**config.mk**
```make
export PLATFORM = sky130hd
export DESIGN_NAME = gated_pulse_feature_extractor
export DESIGN_NICKNAME = d
export VERILOG_FILES = /design/src/design/gpfe_pkg.sv /design/src/design/gated_pulse_feature_extractor.sv
export SDC_FILE = /design/constraint.sdc
export NUM_CORES = 2
export LEC_CHECK = 0
export BUFFER_PORTS_ARGS = -buffer_cell sky130_fd_sc_hd__buf_2
export CORE_MARGIN = 5
export CORE_UTILIZATION = 55
export CTS_CLUSTER_DIAMETER = 30
export DETAILED_ROUTE_END_ITERATION = 7
export PLACE_DENSITY_LB_ADDON = 0.15
export SYNTH_ARGS = -nofsm -noshare
export SYNTH_HDL_FRONTEND = slang
export SYNTH_SLANG_ARGS = --single-unit
```
**constraint.sdc**
```tcl
create_clock -name clk -period 10.2 [get_ports clk]
set_input_delay 1.02 -clock clk [delete_from_list [all_inputs] [get_ports clk]]
set_output_delay 1.02 -clock clk [all_outputs]
set_load 0.02 [all_outputs]
```
**src/design/gpfe_pkg.sv**
```systemverilog
`default_nettype none
// ----------------------------------------------------------------------------
// Gated pulse feature extractor package
// Widths, limits and register indexes shared by the extractor.
// ----------------------------------------------------------------------------
package gpfe_pkg;

	localparam int SAMPLE_W     = 16;
	localparam int IDX_W        = 13;
	localparam int SUM_W        = 27;
	localparam int OFF_W        = 11;
	localparam int GATE_START_W = 12;
	localparam int GATE_LEN_W   = 11;
	localparam int PERIOD_W     = 16;
	localparam int CHARGE_W     = 32;
	localparam int TIME_W       = 28;
	localparam int PROD_W       = SUM_W + PERIOD_W + 1;
	localparam int SCALED_W     = PROD_W - 8;
	localparam int TPROD_W      = OFF_W + PERIOD_W;
	localparam int CFG_DATA_W   = 16;
	localparam int CFG_IDX_W    = 2;
	localparam int OUT_DATA_W   = 136;
	localparam int OUT_BITS     = CHARGE_W + SAMPLE_W + 3 * TIME_W;

	localparam logic [GATE_LEN_W-1:0] MAX_GATE   = GATE_LEN_W'(1024);
	localparam logic [IDX_W-1:0]      IDX_MAX    = {IDX_W{1'b1}};
	localparam logic [PERIOD_W-1:0]   PERIOD_RST = PERIOD_W'(256);

	typedef enum logic [CFG_IDX_W-1:0] {
		REG_GATE_START    = 2'd0,
		REG_GATE_LENGTH   = 2'd1,
		REG_THRESHOLD     = 2'd2,
		REG_SAMPLE_PERIOD = 2'd3
	} cfg_reg_t;

endpackage

`default_nettype wire

```
**src/design/gated_pulse_feature_extractor.sv**
```systemverilog
`default_nettype none
// ----------------------------------------------------------------------------
// Gated pulse feature extractor
// Integral, peak, time over threshold, arrival and peak time of a gated pulse.
// ----------------------------------------------------------------------------
// Usage:
//   Samples enter on the s_ stream, one item per cycle while s_tready is high,
//   s_tlast on the final sample of a waveform. Samples whose index lies in the
//   gate [gate_start, gate_start + min(gate_length, 1024)) are summed, searched
//   for the first maximum and compared with the threshold. The last sample
//   produces one result item on the m_ stream; other samples produce none.
//   Throughput: one sample per cycle while s_tready is high, set by the
//   single accumulate stage. The result passes the snapshot, multiply and
//   result registers; scale and saturate feed the result register.
//   The cfg_ channel writes registers by index; cfg_ready is always high.
//   Write registers only while no waveform is in flight.
//   Reset clears the accumulators and empties the result pipeline; registers
//   return to gate_start 0, gate_length 0, threshold 0, period 256.
//   When m_tready is low the result pipeline holds; s_tready drops only once
//   all three result stages are full and a further item could need one.
// ----------------------------------------------------------------------------
module gated_pulse_feature_extractor
	import gpfe_pkg::*;
(
	input  wire logic                    clk,
	input  wire logic                    arst_n,
	input  wire logic                    s_tvalid,
	output logic                         s_tready,
	input  wire logic [SAMPLE_W-1:0]     s_tdata,   // [15:0] sample
	input  wire logic                    s_tlast,   // last_sample
	output logic                         m_tvalid,
	input  wire logic                    m_tready,
	output logic [OUT_DATA_W-1:0]        m_tdata,   // charge[31:0], peak_value[47:32],
	                                                // time_over[75:48],
	                                                // arrival_time[103:76],
	                                                // peak_time[131:104], zero pad
	output logic                         m_tuser,   // fired
	input  wire logic                    cfg_valid,
	output logic                         cfg_ready,
	input  wire logic [CFG_IDX_W-1:0]    cfg_index,
	input  wire logic [CFG_DATA_W-1:0]   cfg_data
);

	localparam logic signed [TIME_W-1:0] NO_TIME = {{(TIME_W-8){1'b1}}, 8'h00};

	logic [GATE_START_W-1:0]     gate_start_q;
	logic [GATE_LEN_W-1:0]       gate_len_q;
	logic signed [SAMPLE_W-1:0]  thresh_q;
	logic [PERIOD_W-1:0]         period_q;

	logic [IDX_W-1:0]            idx_q;
	logic signed [SUM_W-1:0]     sum_q;
	logic signed [SAMPLE_W-1:0]  max_q;
	logic [OFF_W-1:0]            max_off_q;
	logic [OFF_W-1:0]            first_off_q;
	logic                        seen_q;
	logic [OFF_W-1:0]            cnt_q;
	logic                        has_q;

	logic [GATE_LEN_W-1:0]       len_clip;
	logic [IDX_W-1:0]            idx_rel;
	logic                        in_gate;
	logic [OFF_W-1:0]            off;
	logic signed [SAMPLE_W-1:0]  samp;
	logic                        take_max;
	logic                        above;
	logic signed [SUM_W-1:0]     sum_n;
	logic signed [SAMPLE_W-1:0]  max_n;
	logic [OFF_W-1:0]            max_off_n;
	logic [OFF_W-1:0]            first_off_n;
	logic                        seen_n;
	logic [OFF_W-1:0]            cnt_n;
	logic                        has_n;
	logic                        fired_n;

	logic                        acc;
	logic                        adv1;
	logic                        adv2;

	logic                        v_s1;
	logic                        fired_s1;
	logic                        seen_s1;
	logic signed [SUM_W-1:0]     sum_s1;
	logic signed [SAMPLE_W-1:0]  max_s1;
	logic [OFF_W-1:0]            max_off_s1;
	logic [OFF_W-1:0]            first_off_s1;
	logic [OFF_W-1:0]            cnt_s1;

	logic                        v_s2;
	logic                        fired_s2;
	logic                        seen_s2;
	logic signed [SAMPLE_W-1:0]  max_s2;
	logic signed [PROD_W-1:0]    prod_s2;
	logic [TPROD_W-1:0]          tover_s2;
	logic [TPROD_W-1:0]          arr_s2;
	logic [TPROD_W-1:0]          ptime_s2;

	logic [PROD_W-1:0]           prod_bias;
	logic signed [SCALED_W-1:0]  scaled;
	logic signed [CHARGE_W-1:0]  charge_sat;
	logic signed [CHARGE_W-1:0]  charge_n;
	logic signed [SAMPLE_W-1:0]  peak_n;
	logic signed [TIME_W-1:0]    tover_n;
	logic signed [TIME_W-1:0]    arr_n;
	logic signed [TIME_W-1:0]    ptime_n;

	logic                        out_v_q;
	logic                        fired_q;
	logic [OUT_BITS-1:0]         out_q;

	// configuration
	assign cfg_ready = 1'b1;

	always_ff @(posedge clk or negedge arst_n) begin
		if (!arst_n) begin
			gate_start_q <= '0;
			gate_len_q   <= '0;
			thresh_q     <= '0;
			period_q     <= PERIOD_RST;
		end else if (cfg_valid) begin
			unique case (cfg_reg_t'(cfg_index))
				REG_GATE_START:    gate_start_q <= cfg_data[GATE_START_W-1:0];
				REG_GATE_LENGTH:   gate_len_q   <= cfg_data[GATE_LEN_W-1:0];
				REG_THRESHOLD:     thresh_q     <= signed'(cfg_data[SAMPLE_W-1:0]);
				REG_SAMPLE_PERIOD: period_q     <= cfg_data[PERIOD_W-1:0];
				default: ;
			endcase
		end
	end

	// handshake
	assign adv2     = !out_v_q || m_tready;
	assign adv1     = !v_s2 || adv2;
	assign s_tready = !v_s1 || adv1;
	assign acc      = s_tvalid && s_tready;

	// gate and accumulate
	always_comb begin
		len_clip    = (gate_len_q > MAX_GATE) ? MAX_GATE : gate_len_q;
		idx_rel     = idx_q - {1'b0, gate_start_q};
		in_gate     = (idx_q >= {1'b0, gate_start_q}) &&
		              (idx_rel < {{(IDX_W-GATE_LEN_W){1'b0}}, len_clip});
		off         = idx_rel[OFF_W-1:0];
		samp        = signed'(s_tdata);
		take_max    = in_gate && (!has_q || samp > max_q);
		above       = in_gate && (samp > thresh_q);
		sum_n       = in_gate ? sum_q + {{(SUM_W-SAMPLE_W){samp[SAMPLE_W-1]}}, samp} : sum_q;
		max_n       = take_max ? samp : max_q;
		max_off_n   = take_max ? off : max_off_q;
		first_off_n = (above && !seen_q) ? off : first_off_q;
		seen_n      = seen_q || above;
		cnt_n       = above ? cnt_q + OFF_W'(1) : cnt_q;
		has_n       = has_q || in_gate;
		fired_n     = has_n && (max_n > thresh_q);
	end

	always_ff @(posedge clk or negedge arst_n) begin
		if (!arst_n) begin
			idx_q       <= '0;
			sum_q       <= '0;
			max_q       <= {1'b1, {(SAMPLE_W-1){1'b0}}};
			max_off_q   <= '0;
			first_off_q <= '0;
			seen_q      <= 1'b0;
			cnt_q       <= '0;
			has_q       <= 1'b0;
		end else if (acc) begin
			if (s_tlast) begin
				idx_q       <= '0;
				sum_q       <= '0;
				max_q       <= {1'b1, {(SAMPLE_W-1){1'b0}}};
				max_off_q   <= '0;
				first_off_q <= '0;
				seen_q      <= 1'b0;
				cnt_q       <= '0;
				has_q       <= 1'b0;
			end else begin
				idx_q       <= (idx_q == IDX_MAX) ? idx_q : idx_q + IDX_W'(1);
				sum_q       <= sum_n;
				max_q       <= max_n;
				max_off_q   <= max_off_n;
				first_off_q <= first_off_n;
				seen_q      <= seen_n;
				cnt_q       <= cnt_n;
				has_q       <= has_n;
			end
		end
	end

	// snapshot on last sample
	always_ff @(posedge clk or negedge arst_n) begin
		if (!arst_n) begin
			v_s1 <= 1'b0;
		end else if (s_tready) begin
			v_s1 <= acc && s_tlast;
		end
	end

	always_ff @(posedge clk) begin
		if (acc && s_tlast) begin
			fired_s1     <= fired_n;
			seen_s1      <= seen_n;
			sum_s1       <= sum_n;
			max_s1       <= max_n;
			max_off_s1   <= max_off_n;
			first_off_s1 <= first_off_n;
			cnt_s1       <= cnt_n;
		end
	end

	// scale by sample period
	always_ff @(posedge clk or negedge arst_n) begin
		if (!arst_n) begin
			v_s2 <= 1'b0;
		end else if (adv1) begin
			v_s2 <= v_s1;
		end
	end

	always_ff @(posedge clk) begin
		if (adv1 && v_s1) begin
			fired_s2 <= fired_s1;
			seen_s2  <= seen_s1;
			max_s2   <= max_s1;
			prod_s2  <= PROD_W'(sum_s1) * PROD_W'(signed'({1'b0, period_q}));
			tover_s2 <= TPROD_W'(cnt_s1) * TPROD_W'(period_q);
			arr_s2   <= TPROD_W'(first_off_s1) * TPROD_W'(period_q);
			ptime_s2 <= TPROD_W'(max_off_s1) * TPROD_W'(period_q);
		end
	end

	// truncate toward zero, saturate, select not-fired codes
	always_comb begin
		prod_bias = prod_s2[PROD_W-1] ? PROD_W'(prod_s2) + PROD_W'(255) : PROD_W'(prod_s2);
		scaled    = signed'(prod_bias[PROD_W-1:8]);
		if (&scaled[SCALED_W-1:CHARGE_W-1] || ~|scaled[SCALED_W-1:CHARGE_W-1]) begin
			charge_sat = scaled[CHARGE_W-1:0];
		end else if (scaled[SCALED_W-1]) begin
			charge_sat = {1'b1, {(CHARGE_W-1){1'b0}}};
		end else begin
			charge_sat = {1'b0, {(CHARGE_W-1){1'b1}}};
		end
		if (fired_s2) begin
			charge_n = charge_sat;
			peak_n   = max_s2;
			tover_n  = signed'({1'b0, tover_s2});
			arr_n    = seen_s2 ? signed'({1'b0, arr_s2}) : NO_TIME;
			ptime_n  = signed'({1'b0, ptime_s2});
		end else begin
			charge_n = '1;
			peak_n   = '1;
			tover_n  = NO_TIME;
			arr_n    = NO_TIME;
			ptime_n  = NO_TIME;
		end
	end

	// result register
	always_ff @(posedge clk or negedge arst_n) begin
		if (!arst_n) begin
			out_v_q <= 1'b0;
		end else if (adv2) begin
			out_v_q <= v_s2;
		end
	end

	always_ff @(posedge clk) begin
		if (adv2 && v_s2) begin
			fired_q <= fired_s2;
			out_q   <= {ptime_n, arr_n, tover_n, peak_n, charge_n};
		end
	end

	assign m_tvalid = out_v_q;
	assign m_tuser  = fired_q;
	assign m_tdata  = {{(OUT_DATA_W-OUT_BITS){1'b0}}, out_q};

endmodule

`default_nettype wire

```
======== Word level (Yosys, flattened, before mapping) ========
Index checks and enable logic that the tools add are counted.
storage, ports and cells
  input bits .............................. 40
  output and inout port bits .............. 140
  flip-flop bits (word level) ............. 503
operators by class
  reductions and logical operators ........ 31
  multiply operators ...................... 4
  add/subtract/negate cells ............... 5
  muxes and demuxes ....................... 21
  order comparisons ....................... 6
  equal/unequal tests ..................... 5
operator list
  kind                     count
  $mux W28                 3
  $mul A11 B16 Y27         3
  $mux W11                 7
  $mux W32                 2
  $mux W27                 2
  $gt A16 B16 Y1           3
  $add A44 B9 Y44 const B  1
  $mul A27 B17 Y44         1
  $mux W44                 1
  $mux W16                 2
  $add A27 B27 Y27         1
  $mux W13                 2
  $add A13 B1 Y13 const B  1
  $eq A13 B13 Y1 const B   1
  $ge A13 B12 Y1           1
  $lt A13 B11 Y1           1
  $sub A13 B12 Y13         1
  $reduce_and A2 Y1        6
  $add A11 B1 Y11 const B  1
  $gt A11 B11 Y1 const B   1
  $logic_and A1 B1 Y1      9
  $logic_or A1 B1 Y1       7
  $logic_not A1 Y1         6
  $reduce_and A5 Y1        1
  other kinds (6)          8

======== Longest topological paths before layout ========
  word-level depth ........................ 8
  depth in mapped cells ................... 32
  mapped depth without buffers ............ 30

======== Least setup slack after synthesis ========
OpenSTA, ideal clock, no wires.
  path type ............................... reg2reg
  from .................................... reg period_q[8]
  to ...................................... reg prod_s2[43] (data pin)
  data required time ...................... 9.939 ns
  period minus slack after synthesis ...... 6.499 ns
  path slack .............................. 3.701 ns
  arrival ................................. 6.238 ns
  cell stages (with the launch flop) ...... 24
  library setup time ...................... 0.261 ns
  path buffers ............................ 3
  cells stage by stage .................... dfstp_2 > clkbuf_1 > clkbuf_1 > nand2_1 > fa_1 > inv_1 > fa_1 > fa_1 > inv_1 > fa_1 > fa_1 > fa_1 > inv_1 > ha_1 > clkbuf_1 > a211oi_1 > o21ai_0 > a211oi_1 > o21ai_0 > a311oi_1 > a21oi_1 > o21ai_0 > a21oi_1 > a311o_1
on the way
  word-level cells in the longest chain between the ends .. 1
RTL lines
  item                      RTL line                              text
  start: declaration        gated_pulse_feature_extractor.sv:49   logic [PERIOD_W-1:0] period_q;
  start signal: assignment  gated_pulse_feature_extractor.sv:125  REG_SAMPLE_PERIOD: period_q <= cfg_data[PERIOD_W-1:0];
  $mul A27 B17 Y44          gated_pulse_feature_extractor.sv:225  prod_s2 <= PROD_W'(sum_s1) * PROD_W'(signed'({1'b0, period_q}));
  end signal: assignment    gated_pulse_feature_extractor.sv:225
  end: declaration          gated_pulse_feature_extractor.sv:93   logic signed [PROD_W-1:0] prod_s2;
Every way passes these cells.
A chain may end at the register's enable or synchronous reset.

======== Final worst setup path ========
  from .................................... reg period_q[12]
  to ...................................... reg prod_s2[43] (data pin)
The elaborated chain is that of the path after synthesis.

==> metrics.txt <==
max-cap check violation count=0; outcome=complete, no violations; slew margin rel.=22.5%; RSZ-0062 raised after global routing=no; Primary FF master, synth=edfxtp_1; antenna-violating nets left=0; Most Crowded Layer GR=met2; clock skew=78.9 ps; Post-CTS Resized=0; met1 Usage GRT=34.1%; First-pass DRT Iterations=6; WP data arrival=8020 ps; Worst Path Max Fanout=34; CP Launch Point=period_q[12]; Core Region=98,000 um2; R2R setup slack=2590 ps; FF-to-FF Start=period_q[12]; largest net degree at the start of global routing=80; max frequency=0.131 GHz; Mapped Cells=5,365; CP Class=reg -> reg; FILL cells=8,284; initial antenna violation count=3; DR vias/cell=5.48; WL/cell=18.7 um; R2R depth=21; initial detailed-routing violation count=2,444; GR Layer Usage met3=4.25%; Vert. Die Dim=323 um; Die Area=105,000 um2; CTS Sinks=502; Placement Rows=115; Final HPWL DP=94,700 um; Routed WL=128,000 um; ANT cells=0; Final GP Congestion=0.877; Worst-path clk slew=50 ps; number of CTS-inserted buffers=115; Post-CTS Hold Fix Bufs=0; root buffer cell=clkbuf_16; routed vias=37,500; overall routing resource usage=25.5%; vias in the first global route=40,300; setup TNS=0 ps; global-route wire length before repair=211,000 um; CP Launch Type=register; PortBufs=174; crit share post-route=74.6%; final net count=6,684; count of final setup violators=0; Worst Hold Class=in -> async; Synth top area share=29.5%; Worst R2R End=prod_s2[43]; CTS H-Tree Depth=3; Hold Fails Final Rpt=0; most frequent cell after synthesis=inv_1; Post-synth EDFFs=353; I/O pins=180; setup bufs post-CTS=0; crit path time final=7610 ps; Synth area leaders=fa_1 (29%), edfxtp_1 (20%), ha_1 (9.3%); Clock Latency Late Sink=730 ps; CTS max path bufs=3; syn_area_per_cell=10.1 um2; DRC=0; Die W=323 um; final slew viol count=0; CP Data Required Time=10,620 ps; Synth Warn #=0; grt total ovfl=0; CTS tree=built; Post-synth top cells=inv_1 (931), fa_1 (796), nand2_1 (791); asr flop ratio synth=29.7%; Cell variety after synth=83; flops & latches, synth=502; Seq/Total Area, Yosys=26.5%; layout cell share with drive strength beyond 1=10.1%; Yosys top cell by area=fa_1; worst slew pin tran=1160 ps; post-synthesis cell area=54,000 um2; Critical Path Sink=prod_s2[43]; M2 GR Usage=42.9%; Setup crit end kind=register; Starting Density=55.2%; synthesis-to-layout area growth=11.1%
## routing by layer
| metal | share of wire [%] | vias up | routed length, um |
|---|---|---|---|
| met3 | 6.5 | 216 | 8390 |
| li1 | - | 17200 | - |
| met5 | 0 | - | 0 |
| met4 | 2.9 | 0 | 3750 |
| met1 | 42 | 19000 | 54200 |
| met2 | 48 | 1124 | 61700 |
## worst max-delay path: stages, from the launching register on
cell and delay [ps]:
dfrtp_2 920, buf_4 470, nand2_1 130, fa_1 540, inv_1 50, fa_1 440
fa_1 430, fa_1 400, inv_1 80, fa_1 440, fa_1 550, inv_1 60
ha_1 380, a211oi_1 280, o21ai_0 130, a211oi_1 240, o21ai_0 170, a311oi_1 570
a21oi_1 230, o21ai_0 270, a21oi_1 150, a311o_1 370
## cells in the final DEF, fill, tap and decap left out, types with 124 or more instances in the layout
cell	netlist	final
ha_1	400	400
nand2_1	791	790
o21ai_0	164	164
xnor2_1	124	124
buf_2	6	173
fa_1	796	796
a21oi_1	137	137
inv_1	931	930
dfrtp_1	147	132
edfxtp_1	353	353
and2_1	387	385
## cell families (layout without fill, tap and decap cells)
kind of cell	count (synthesis)	count (layout)	share of synthesized area, %
adder cells (fa/ha/maj)	1196	1196	38.7
flip-flops	502	502	26.5
XOR/XNOR	183	183	2.97
buffers and inverters	1182	1364	8.29
AO/OA/AOI/OAI	598	598	7.10
other	2	5	0.0139
AND/OR/NAND/NOR	1610	1610	14.5
multiplexers	92	92	1.90
## flip-flops by register name, indices dropped and copies added, names as in the netlist, 12 cells and up
name and count:
out_q 131, prod_s2 44, arr_s2 27, ptime_s2 27, sum_q 27, sum_s1 27
tover_s2 27, max_q 16, max_s1 16, max_s2 16, period_q 16, thresh_q 16
idx_q 13, gate_start_q 12
## area by class of cell
cell class,instances,area (um2),area share (%)
multi-input combinational,3684,35300,58.7
sequential,502,14400,23.9
inverter,932,3500,5.83
clock buffer,132,3010,5.01
tap,1287,1610,2.68
timing repair buffer,213,1170,1.95
clock inverter,87,1150,1.92
## how the worst min path moves through the flow
stage                from  slack, ps  cells after the start          to
2_1_floorplan    fired_s1        400                      0    fired_s2
3_3_place_gp    max_s1[0]        410                      0   max_s2[0]
3_5_place_dp   max_s1[13]        410                      0  max_s2[13]
4_1_cts            arst_n        360                      1   sum_q[15]
5_1_grt            arst_n        410                      1        v_s1
6_report           arst_n        340                      1   sum_q[24]
## stage by stage
step                setup WS [ps]  cells  area (um2)  util [%]  hold slack [ps]
floorplan                    3700   5368       54100         -              400
global placement             2800   6618       55900      57.0              408
detailed placement           2780   6618       55900      57.0              407
CTS                          2680   6837       60100      61.3              359
global route                 2180   6837       60100      61.3              409
finish                       2590   6837       60100      61.3              340
Power is left out: the tool's default activity adds up to more than one toggle a clock period on the data nets, which glitch-free logic cannot reach.
